[config.mk]
export PLATFORM = sky130hd
export DESIGN_NAME = ttce_ctrl
export DESIGN_NICKNAME = d
export VERILOG_FILES = /design/src/rtl/ttce_pkg.sv /design/src/rtl/ttce_ctrl.sv
export SDC_FILE = /design/constraint.sdc
export NUM_CORES = 1
export LEC_CHECK = 0
export ABC_AREA = 1
export ABC_CLOCK_PERIOD_IN_PS = 1300
export CORE_ASPECT_RATIO = 1.4
export CORE_MARGIN = 3
export CORE_UTILIZATION = 56
export DETAILED_ROUTE_END_ITERATION = 7
export DONT_BUFFER_PORTS = 1
export GPL_ROUTABILITY_DRIVEN = 0
export HOLD_SLACK_MARGIN = 0.15
export PLACE_DENSITY = 0.74
export SLEW_MARGIN = 20
export SYNTH_ARGS = -nofsm -noshare
export SYNTH_HDL_FRONTEND = slang
export SYNTH_SLANG_ARGS = --single-unit
[constraint.sdc]
create_clock -name clk -period 1.3 [get_ports clk]
set_input_delay 0.065 -clock clk [delete_from_list [all_inputs] [get_ports clk]]
set_output_delay 0.065 -clock clk [all_outputs]
set_load 0.1 [all_outputs]
[src/rtl/ttce_pkg.sv]
package ttce_pkg;

  // Grid geometry
  localparam int MAX_COLS = 128;
  localparam int MAX_ROWS = 64;
  localparam int COL_W    = $clog2(MAX_COLS);
  localparam int ROW_W    = $clog2(MAX_ROWS);
  localparam int CCNT_W   = $clog2(MAX_COLS + 1);
  localparam int RCNT_W   = $clog2(MAX_ROWS + 1);

  // Configuration register widths and reset values
  localparam int CFG_COLS_W = 8;
  localparam int CFG_ROWS_W = 7;
  localparam logic [CFG_COLS_W-1:0] COLS_RESET = 8'd80;
  localparam logic [CFG_ROWS_W-1:0] ROWS_RESET = 7'd25;

  // Compare widths that hold both a register value and a clamped size
  localparam int CCMP_W = (CCNT_W > CFG_COLS_W) ? CCNT_W : CFG_COLS_W;
  localparam int RCMP_W = (RCNT_W > CFG_ROWS_W) ? RCNT_W : CFG_ROWS_W;

  // Tab stops
  localparam int TAB_STEP = 4;
  localparam int TAB_LOG  = $clog2(TAB_STEP);
  localparam int TAB_W    = $clog2(TAB_STEP + 1);

  // Character codes
  localparam logic [7:0] CH_NL    = 8'h0A;
  localparam logic [7:0] CH_CR    = 8'h0D;
  localparam logic [7:0] CH_TAB   = 8'h09;
  localparam logic [7:0] CH_BS    = 8'h08;
  localparam logic [7:0] CH_SPACE = 8'h20;

  // Bus
  localparam int PADDR_W = 3;
  localparam int PDATA_W = 32;

  typedef enum logic [0:0] {
    REG_COLUMNS = 1'b0,
    REG_ROWS    = 1'b1
  } reg_idx_t;

  typedef enum logic [1:0] {
    OP_PUT   = 2'd0,
    OP_CLEAR = 2'd1,
    OP_READ  = 2'd2,
    OP_NOP   = 2'd3
  } opcode_t;

  typedef enum logic [2:0] {
    CK_NL    = 3'd0,
    CK_CR    = 3'd1,
    CK_TAB   = 3'd2,
    CK_BS    = 3'd3,
    CK_OTHER = 3'd4
  } ch_kind_t;

  typedef struct packed {
    opcode_t    opcode;
    logic [7:0] char_code;
    logic [5:0] read_row;
    logic [6:0] read_col;
  } op_item_t;

  typedef struct packed {
    logic [7:0] cell_value;
    logic [6:0] cursor_col;
    logic [5:0] cursor_row;
    logic       scrolled;
  } res_item_t;

  // Controller to datapath commands
  typedef struct packed {
    logic capture;
    logic clamp;
    logic clear_all;
    logic rd_cell;
    logic line_feed;
    logic car_ret;
    logic put_load;
    logic back_space;
    logic store;
    logic fill;
    logic fill_scr;
    logic scr_rd;
    logic scr_wr;
    logic scr_next;
    logic scr_done;
    logic res_load;
  } dp_cmd_t;

  // Datapath to controller status
  typedef struct packed {
    opcode_t  opcode;
    ch_kind_t ch_kind;
    logic     col_zero;
    logic     col_last;
    logic     row_last;
    logic     row_ok;
    logic     store_space;
    logic     tab_more;
    logic     tab_pending;
    logic     fill_last;
    logic     dst_ok;
    logic     src_ok;
    logic     sc_last;
    logic     sr_last;
  } dp_stat_t;

endpackage

[src/rtl/ttce_ctrl.sv]
module ttce_ctrl (
  input  logic               clk,
  input  logic               rst,
  input  logic               op_valid,
  output logic               op_ready,
  output logic               res_valid,
  input  logic               res_ready,
  input  ttce_pkg::dp_stat_t stat,
  output ttce_pkg::dp_cmd_t  cmd
);

  typedef enum logic [9:0] {
    S_IDLE     = 10'b0000000001,
    S_DISP     = 10'b0000000010,
    S_PUT      = 10'b0000000100,
    S_STORE    = 10'b0000001000,
    S_FILL_CUR = 10'b0000010000,
    S_SCR_ROW  = 10'b0000100000,
    S_FILL_SCR = 10'b0001000000,
    S_SCR_RD   = 10'b0010000000,
    S_SCR_WR   = 10'b0100000000,
    S_DONE     = 10'b1000000000
  } state_t;

  state_t state;
  state_t state_next;
  state_t after_scroll;

  assign op_ready     = (state == S_IDLE);
  assign after_scroll = stat.tab_pending ? S_STORE : S_DONE;

  // Next state and commands
  always_comb begin
    state_next = state;
    cmd        = '0;
    unique case (state)
      S_IDLE: begin
        if (op_valid) begin
          cmd.capture = 1'b1;
          state_next  = S_DISP;
        end
      end
      S_DISP: begin
        case (stat.opcode)
          ttce_pkg::OP_PUT: begin
            cmd.clamp  = 1'b1;
            state_next = S_PUT;
          end
          ttce_pkg::OP_CLEAR: begin
            cmd.clear_all = 1'b1;
            state_next    = S_DONE;
          end
          ttce_pkg::OP_READ: begin
            cmd.rd_cell = 1'b1;
            state_next  = S_DONE;
          end
          default: state_next = S_DONE;
        endcase
      end
      S_PUT: begin
        case (stat.ch_kind)
          ttce_pkg::CK_NL: begin
            cmd.line_feed = 1'b1;
            state_next    = stat.row_last ? S_SCR_ROW : S_DONE;
          end
          ttce_pkg::CK_CR: begin
            cmd.car_ret = 1'b1;
            state_next  = S_DONE;
          end
          ttce_pkg::CK_BS: begin
            cmd.back_space = !stat.col_zero;
            state_next     = S_DONE;
          end
          default: begin
            cmd.put_load = 1'b1;
            state_next   = S_STORE;
          end
        endcase
      end
      S_STORE: begin
        // Blank the row first when a visible byte lands in a cleared row
        if (!stat.row_ok && !stat.store_space) begin
          state_next = S_FILL_CUR;
        end else begin
          cmd.store = 1'b1;
          if (stat.col_last && stat.row_last) begin
            state_next = S_SCR_ROW;
          end else if (stat.tab_more) begin
            state_next = S_STORE;
          end else begin
            state_next = S_DONE;
          end
        end
      end
      S_FILL_CUR: begin
        cmd.fill = 1'b1;
        if (stat.fill_last) begin
          state_next = S_STORE;
        end
      end
      S_SCR_ROW: begin
        if (!stat.dst_ok && !stat.src_ok) begin
          // Both rows blank: nothing moves
          if (stat.sr_last) begin
            cmd.scr_done = 1'b1;
            state_next   = after_scroll;
          end else begin
            cmd.scr_next = 1'b1;
          end
        end else if (!stat.dst_ok) begin
          state_next = S_FILL_SCR;
        end else begin
          state_next = S_SCR_RD;
        end
      end
      S_FILL_SCR: begin
        cmd.fill     = 1'b1;
        cmd.fill_scr = 1'b1;
        if (stat.fill_last) begin
          state_next = S_SCR_ROW;
        end
      end
      S_SCR_RD: begin
        cmd.scr_rd = 1'b1;
        state_next = S_SCR_WR;
      end
      S_SCR_WR: begin
        cmd.scr_wr = 1'b1;
        if (stat.sc_last) begin
          if (stat.sr_last) begin
            cmd.scr_done = 1'b1;
            state_next   = after_scroll;
          end else begin
            cmd.scr_next = 1'b1;
            state_next   = S_SCR_ROW;
          end
        end else begin
          state_next = S_SCR_RD;
        end
      end
      S_DONE: begin
        // Hold until the output register is free
        if (!res_valid || res_ready) begin
          cmd.res_load = 1'b1;
          state_next   = S_IDLE;
        end
      end
      default: state_next = S_IDLE;
    endcase
  end

  always_ff @(posedge clk) begin
    if (rst) begin
      state <= S_IDLE;
    end else begin
      state <= state_next;
    end
  end

  // Output register occupancy
  always_ff @(posedge clk) begin
    if (rst) begin
      res_valid <= 1'b0;
    end else if (cmd.res_load) begin
      res_valid <= 1'b1;
    end else if (res_ready) begin
      res_valid <= 1'b0;
    end
  end

endmodule

==> results.md, run 1 <==
| Result | Reported |
| --- | --- |
| Outcome | did not finish |
| Fail Step | 3_5_place_dp |
| First error | [ERROR DPL-0033] detailed placement checks failed during check placement. |
| Seq cells post-synth | 11 |
| Total of buffers placed on input and output ports | 0 |
| Proportion of synthesized area in mux cells | 0% |
| Row Count | 18 |
| IO Count | 39 |
| Vertical extent of the die | 59.9 µm |
| Starting Density | 62.2% |
| Area share of fa/ha/maj cells after synthesis | 0% |
| Fraction of the yosys area taken by sequential cells | 18.9% |
| Number of instances in the synthesized netlist | 194 |
| Avg Synthesized Cell Area | 5.99 µm² |
| Area leader, netlist | sky130_fd_sc_hd__dfxtp_1 |
| Predominant post-synthesis flop cell | sky130_fd_sc_hd__dfxtp_1 |
| Combinational family with the most area after synthesis | simple AND/OR/NAND/NOR gates |
| Basic-gate share of the synthesized area counting and, or, nand and nor cells | 63.4% |
| Cell variety after synth | 26 |
| Post-synth EDFFs | 0 |
| Die outline width | 44.5 µm |
| Net count after synthesis | 215 |
| XOR/XNOR share of the synthesized area | 0% |
| Cell types with the largest area share after synthesis | sky130_fd_sc_hd__dfxtp_1, sky130_fd_sc_hd__nand2_1, sky130_fd_sc_hd__nor2_1 |
| Share of Yosys cell area claimed by the top area cell type | 18.9% |
| Share of synthesized registers carrying an async set or reset | 0% |
| HPWL Detailed | 4500 µm |
| Cell area after technology mapping | 1160 µm² |
| Count of synthesis-stage warnings from yosys | 0 |
| Share of the synthesized area in compound gates (AO/OA/AOI/OAI) | 4.95% |
## cell families after synthesis
kind of cell / after synthesis
compound gates: 10
buf+inv: 37
flops: 11
simple gates: 136
## cell usage after synthesis (5+ instances only)
cell and number:
sky130_fd_sc_hd__a21oi_1 5, sky130_fd_sc_hd__nand4_1 5, sky130_fd_sc_hd__inv_2 7, sky130_fd_sc_hd__nand2_2 5
sky130_fd_sc_hd__nor2_4 6, sky130_fd_sc_hd__nand3_1 19, sky130_fd_sc_hd__nor3_1 5, sky130_fd_sc_hd__nor2_2 5
sky130_fd_sc_hd__inv_1 27, sky130_fd_sc_hd__nor2_1 35, sky130_fd_sc_hd__nand2_1 43, sky130_fd_sc_hd__dfxtp_1 11
## metrics by stage
stage | setup WS [ns] | cell area (µm²) | hold WS, ns
after floorplan | -0.586 | 1380 | 0.200
after global placement | -0.0980 | 1840 | 0.122
==> run 2: changes to the inputs <==
Settings changed: ABC_CLOCK_PERIOD_IN_PS 1300 to 1700, CORE_AREA from default to 3 3 64 66, CORE_ASPECT_RATIO 1.4 to default, CORE_MARGIN 3 to default, CORE_UTILIZATION 56 to default, DIE_AREA from default to 0 0 67 69, HOLD_SLACK_MARGIN 0.15 to default, PLACE_DENSITY 0.74 to default, PLACE_DENSITY_LB_ADDON from default to 0.15.
Clock period 1.3 ns to 1.7 ns, I/O delays scaled along.
==> results.md, run 2 <==
| Result | Reported |
| --- | --- |
| Total of buffers placed on input and output ports | 0 |
| Clock skew after layout | 0.000621 ns |
| Upper clock frequency limit | 597 MHz |
| Flip-flop count of the largest register, all copies and words added | 10 |
| Vias in the first global route | 1278 |
| Post-route core utilization | 48.2% |
| Area leader, netlist | sky130_fd_sc_hd__dfxtp_1 |
| Share of synthesized registers carrying an async set or reset | 0% |
| Logic pwr share | 45.1% |
| Worst ir drop on vdd | 0.649 mV |
| Outcome | finished clean |
| Initial drt markers | 53 |
| Wire length of the first global-routing pass | 5730 µm |
| Sequential cell fraction of total power | 28.7% |
| Routed len/inst | 12.2 µm |
| Seq cells post-synth | 11 |
| Final #Nets | 242 |
| Final antenna-violating net count | 0 |
| Minimum period implied by the final worst setup slack | 1.68 ns |
| Die Outline Area | 4620 µm² |
| Crit path max-delay family | simple AND/OR/NAND/NOR gates |
| Global routing usage on met3 | 3.75% |
| Vertical extent of the die | 69 µm |
| Crit path launch type | flip-flop |
| Final Hold Fails | 0 |
| Most numerous cell on the critical path | sky130_fd_sc_hd__nor2_4 |
| Die outline width | 67 µm |
| Crit end category | primary output |
| Net switching share of the total power | 42.0% |
| Met2 global-route usage | 27.5% |
| Slew at the pin with the worst max-slew slack | 0.487 ns |
| Post-layout instance count excluding filler cells | 268 |
| Internal power consumption | 0.574 mW |
| Cell types with the largest area share after synthesis | sky130_fd_sc_hd__dfxtp_1, sky130_fd_sc_hd__nand2_1, sky130_fd_sc_hd__nor2_1 |
| Layout area overhead | 50.6% |
| Clock tree from TritonCTS | done |
| Crit share post-route | 98.5% |
| Slew HR | 67.4% |
| Critical-path top delay cell | sky130_fd_sc_hd__dfxtp_2 |
| Share of Yosys cell area claimed by the top area cell type | 18.9% |
| Global-route usage over all layers | 15.5% |
| Net count after synthesis | 215 |
| Clk Tree Root Cell | sky130_fd_sc_hd__clkbuf_8 |
| Ratio of cells with drive above 1 in the final layout | 38.6% |
| Max Transition Viols Final | 0 |
| Net switching power | 0.415 mW |
| Cell area after technology mapping | 1160 µm² |
| Cell Pwr Density | 565 nW/µm² |
| Number of instances in the synthesized netlist | 194 |
| Starting Density | 32.0% |
| Global Route met1 Usage | 18.8% |
| Row Count | 22 |
| Worst min path class | in -> reg |
| Fraction of the yosys area taken by sequential cells | 18.9% |
| Clk_lat worst skew | 0.24 ns |
| CTS clk-pin slew, worst paths | 0.05 ns |
| Number of sinks driven by the clock tree | 11 |
| Most used routing layer | met2 |
| Endpoints failing setup | 0 |
| Via density per instance | 4.65 |
| Avg Synthesized Cell Area | 5.99 µm² |
| Most frequent cells in the layout | sky130_fd_sc_hd__nand2_1, sky130_fd_sc_hd__nor2_1, sky130_fd_sc_hd__inv_1, sky130_fd_sc_hd__nand3_1, sky130_fd_sc_hd__buf_12 |
| List of most frequent post-synthesis cells | sky130_fd_sc_hd__nand2_1, sky130_fd_sc_hd__nor2_1, sky130_fd_sc_hd__inv_1 |
| Total leakage power | 0.796 nW |
| Post-Route WL | 3280 µm |
| Number of clock buffers inserted by TritonCTS | 3 |
| Most repeated cell in the gate-level netlist after synthesis | sky130_fd_sc_hd__nand2_1 |
| Largest registers | state (10), res_valid (1) |
| Detailed Routing Iterations Pass 1 | 4 |
| Clock Path Buffers | 2 |
| Post-synth EDFFs | 0 |
| Fillcell total | 378 |
| Maximum fanout along the worst path | 8 |
| Largest net degree at the start of global routing | 11 |
| Number of inserted diodes | 0 |
| Core area | 3630 µm² |
| Number of antenna violations at the first check in global routing | 0 |
| Most common cell after layout, fill and taps aside | sky130_fd_sc_hd__nand2_1 |
| Post-route total power | 0.989 mW |
| Count of synthesis-stage warnings from yosys | 0 |
| RSZ-0062 raised after global routing | yes |
| Predominant post-synthesis flop cell | sky130_fd_sc_hd__dfxtp_1 |
| HPWL Detailed | 2840 µm |
| Depth of the CTS H-tree | 1 |
| IO Count | 39 |
| DP Cell Count | 259 |
| GRT overflow | 0 |
| Buffers and inverters on the worst path | 1 |
| Arrival time at the worst endpoint | 1.59 ns |
| Critical path, cell by cell | nor2_4 > nand2_8 > nor2_4 > nand3_4 > nor3b_4 > buf_12 |
| Routed via count | 1245 |
| Crit-path max cell delay | 0.34 ns |
| Clock power frac | 26.3% |
| Required time worst endpoint | 1.62 ns |
| DR DRC count | 0 |
| Cell variety after synth | 26 |
| Number of maximum-capacitance constraint violations | 0 |
| Kind of critical path | reg -> out |
| Largest Register | state |
run 2: power by group through the flow:
stage,logic (mW),registers [mW],clock network [mW]
floorplan,0.322,0.288,0
global placement,0.429,0.288,0
detailed placement,0.433,0.288,0
CTS,0.445,0.283,0.266
global route,0.478,0.285,0.279
finish,0.446,0.284,0.260
run 2: cells by family after synthesis:
kind of cell | Yosys count | synth area share [%]
flops | 11 | 18.9
buf+inv | 37 | 12.7
simple gates | 136 | 63.4
compound gates | 10 | 4.95
run 2: final timing paths:
check                              start       end  slack [ns]  depth (start not counted)
worst max-delay path            state[5]    cmd[8]        0.02                          6
worst min-delay path             stat[3]  state[6]        0.01                          3
worst max register to register  state[3]  state[3]        0.24                          8
worst min register to register  state[4]  state[4]        0.50                          2
run 2: cell type report:
cell class / count / area [µm²] / area share [%]
Multi-Input combinational cell: 146 / 922 / 52.7
Timing Repair Buffer: 24 / 354 / 20.2
Sequential cell: 11 / 228 / 13.0
Inverter: 35 / 140 / 8.01
Tap cell: 48 / 60.1 / 3.43
Clock buffer: 3 / 41.3 / 2.36
Clock inverter: 1 / 5.00 / 0.286
run 2: what timing repair did:
item	4_1_cts	5_1_grt
hold endpoints to repair	9	0
resized for setup	4	9
buffers inserted	0	2
gates cloned	0	0
hold buffers	3	0
setup endpoints to repair	1	7
pin swaps	1	6
run 2: metrics by stage:
stage                     setup TNS [ns]  hold WS [ns]  instance area, µm²  worst slack (ns)
after floorplan                    -1.10         0.228                1240            -0.337
after global placement                 0         0.150                1610             0.224
after detailed placement               0         0.152                1610             0.179
after CTS                              0        0.0119                1710            0.0201
after global routing             -0.0846        0.0393                1750           -0.0423
final                                  0        0.0149                1750            0.0249
run 2: worst reg2reg max path, stage by stage, from the launching register on:
cell	delay, ns
sky130_fd_sc_hd__dfxtp_1	0.44
sky130_fd_sc_hd__nand2_1	0.13
sky130_fd_sc_hd__nor2_4	0.14
sky130_fd_sc_hd__nand2_4	0.07
sky130_fd_sc_hd__nor3_4	0.20
sky130_fd_sc_hd__nand3_1	0.10
sky130_fd_sc_hd__nand3_1	0.14
sky130_fd_sc_hd__nand3_2	0.08
sky130_fd_sc_hd__nor2_2	0.08
run 2: per-layer routing:
| layer | vias up | share of wire, % |
|---|---|---|
| met1 | 570 | 42 |
| met2 | 17 | 54 |
| met5 | - | 0 |
| li1 | 656 | - |
| met4 | 0 | 0.27 |
| met3 | 2 | 3.3 |
Note: power is estimated with default switching activity, not from simulation.
==> run 3: changes to the inputs <==
Settings changed: ABC_CLOCK_PERIOD_IN_PS 1700 to 1600.
Clock period 1.7 ns to 1.6 ns, I/O delays scaled along.
==> results.md, run 3 (same netlist as run 2, synthesis figures left out) <==
| Result | Reported |
| --- | --- |
| Cell Pwr Density | 554 nW/µm² |
| Slew HR | 66.7% |
| Length in cells of the worst reg-to-reg path | 8 |
| Worst r2r src | state[5] |
| Endpoints failing setup | 2 |
| Global-route usage over all layers | 15.8% |
| R2R Path End | state[5] |
| Clock tree from TritonCTS | done |
| Post-layout instance count excluding filler cells | 277 |
| Worst path setup slack after routing | -0.0408 ns |
| Crit path launch | state[5] |
| Minimum period implied by the final worst setup slack | 1.64 ns |
| DP Cell Count | 260 |
| Critical path, cell by cell | nor2_4 > nand2_8 > nor2_8 > nand4_1 > nand2_2 > buf_12 |
| Required time worst endpoint | 1.52 ns |
| Most frequent cells in the layout | sky130_fd_sc_hd__nand2_1, sky130_fd_sc_hd__nor2_1, sky130_fd_sc_hd__inv_1 |
| Starting Density | 32.0% |
| Total of buffers placed on input and output ports | 0 |
| Crit end category | primary output |
| CTS clk-pin slew, worst paths | 0.05 ns |
| Die outline width | 67 µm |
| Via density per instance | 4.77 |
| Crit-path max cell delay | 0.36 ns |
| Kind of critical path | reg -> out |
| Final antenna-violating net count | 0 |
| Post-Route WL | 3500 µm |
| Global routing usage on met3 | 4.23% |
| Wire length of the first global-routing pass | 5720 µm |
| Largest registers | state (10), res_valid (1) |
| Clock Path Buffers | 2 |
| Maximum fanout along the worst path | 6 |
| Die Outline Area | 4620 µm² |
| Most common cell after layout, fill and taps aside | sky130_fd_sc_hd__nand2_1 |
| Largest net degree at the start of global routing | 11 |
| Detailed Routing Iterations Pass 1 | 4 |
| R2r setup slk | 0.08 ns |
| Worst min path class | in -> reg |
| Vias in the first global route | 1311 |
| Layout area overhead | 69.1% |
| Slew at the pin with the worst max-slew slack | 0.498 ns |
| Max Transition Viols Final | 0 |
| Most used routing layer | met2 |
| Ratio of cells with drive above 1 in the final layout | 48.0% |
| HP Start | stat[1] |
| Arrival time at the worst endpoint | 1.56 ns |
| DR DRC count | 0 |
| GRT overflow | 0 |
| Outcome | finished, violations left |
| Fillcell total | 366 |
| RSZ-0062 raised after global routing | yes |
| Routed via count | 1320 |
| Final #Nets | 251 |
| Violations in the final reports | negative hold slack, negative setup slack |
| Number of inserted diodes | 0 |
| Number of clock buffers inserted by TritonCTS | 3 |
| Crit share post-route | 103% |
| Flip-flop count of the largest register, all copies and words added | 10 |
| Upper clock frequency limit | 609 MHz |
| Number of antenna violations at the first check in global routing | 0 |
| Final Hold Fails | 1 |
| Number of sinks driven by the clock tree | 11 |
| Largest Register | state |
| Row Count | 22 |
| Core area | 3630 µm² |
| HPWL Detailed | 2790 µm |
| Critical-path top delay cell | sky130_fd_sc_hd__dfxtp_4 |
| Clk Tree Root Cell | sky130_fd_sc_hd__clkbuf_8 |
| Clock skew after layout | 0.00149 ns |
| Depth of the CTS H-tree | 1 |
| Terminating pin of the worst hold path | state[7] |
| Total leakage power | 0.860 nW |
| Met2 global-route usage | 26.2% |
| Vertical extent of the die | 69 µm |
| Worst ir drop on vdd | 0.341 mV |
| IO Count | 39 |
| Clk_lat worst skew | 0.24 ns |
| Initial drt markers | 52 |
| Global Route met1 Usage | 19.1% |
| Routed len/inst | 12.6 µm |
| Crit path launch type | flip-flop |
| Number of maximum-capacitance constraint violations | 0 |
| Hold path depth | 3 |
| Smallest hold slack | -0.00232 ns |
## run 3: changes by cell type in the layout (fill, tap and decap cells not counted), moves of 3 or more
cell	before	now
sky130_fd_sc_hd__buf_6	1	4
sky130_fd_sc_hd__dfxtp_2	6	9
sky130_fd_sc_hd__inv_1	26	23
sky130_fd_sc_hd__buf_12	13	16
sky130_fd_sc_hd__nor2_4	10	16
sky130_fd_sc_hd__dfxtp_1	5	0
sky130_fd_sc_hd__buf_4	7	10
sky130_fd_sc_hd__nor2_2	8	4
sky130_fd_sc_hd__nand2_2	7	10
sky130_fd_sc_hd__nand2_1	40	35
## run 3: worst max-delay path by stage
stage / end / slack, ns / cells after the start
finish: cmd[2] / -0.04 / 6
global route: cmd[8] / -0.10 / 6
CTS: cmd[8] / -0.06 / 6
detailed placement: cmd[8] / 0.07 / 6
global placement: cmd[8] / 0.10 / 6
floorplan: state[3] / -0.29 / 7
## run 3: layout make-up
cell class,count,area (µm²),area share (%)
multi-input cells,146,1000,50.9
repair buffers,33,470,23.9
flip-flops and latches,11,239,12.2
inverters,35,150,7.64
well taps,48,60.1,3.06
clock buffers,3,41.3,2.10
clock inverters,1,5.00,0.255
## run 3: where the power goes
part	internal (mW)	switching (mW)	leakage, nW
Sequential	0.286	0.0153	0.0944
Clock	0.172	0.115	0.0255
Combinational	0.160	0.341	0.740
Total	0.618	0.471	0.860
## run 3: critical path: cells and delay by family (launching register included)
kind,cells,cell delay (ns)
AND/OR/NAND/NOR,5,0.78
flip-flops,1,0.36
buffers and inverters,1,0.18
## run 3: through the flow
| stage | power, mW | setup TNS (ns) | area [µm²] | util, % | setup slack, ns |
|---|---|---|---|---|---|
| after floorplan | 0.669 | -0.651 | 1310 | - | -0.287 |
| after global placement | 0.750 | 0 | 1660 | 45.6 | 0.103 |
| after detailed placement | 0.753 | 0 | 1660 | 45.6 | 0.0688 |
| after CTS | 1.07 | -0.0647 | 1850 | 51.0 | -0.0598 |
| after global routing | 1.15 | -0.570 | 1970 | 54.1 | -0.104 |
| final | 1.09 | -0.0775 | 1970 | 54.1 | -0.0408 |
## run 3: layer usage
metal  vias up  wire length, µm
met5         -                0
met4         0               93
met3        10              296
met2        50             1720
met1       583             1390
li1        677                -
## run 3: what timing repair did
action | 4_1_cts | 5_1_grt
resized for setup | 17 | 21
endpoints found under the hold margin | 9 | 0
hold buffers | 3 | 0
gates cloned | 0 | 0
pin swaps | 10 | 20
setup endpoints to repair | 7 | 18
buffers inserted | 7 | 3
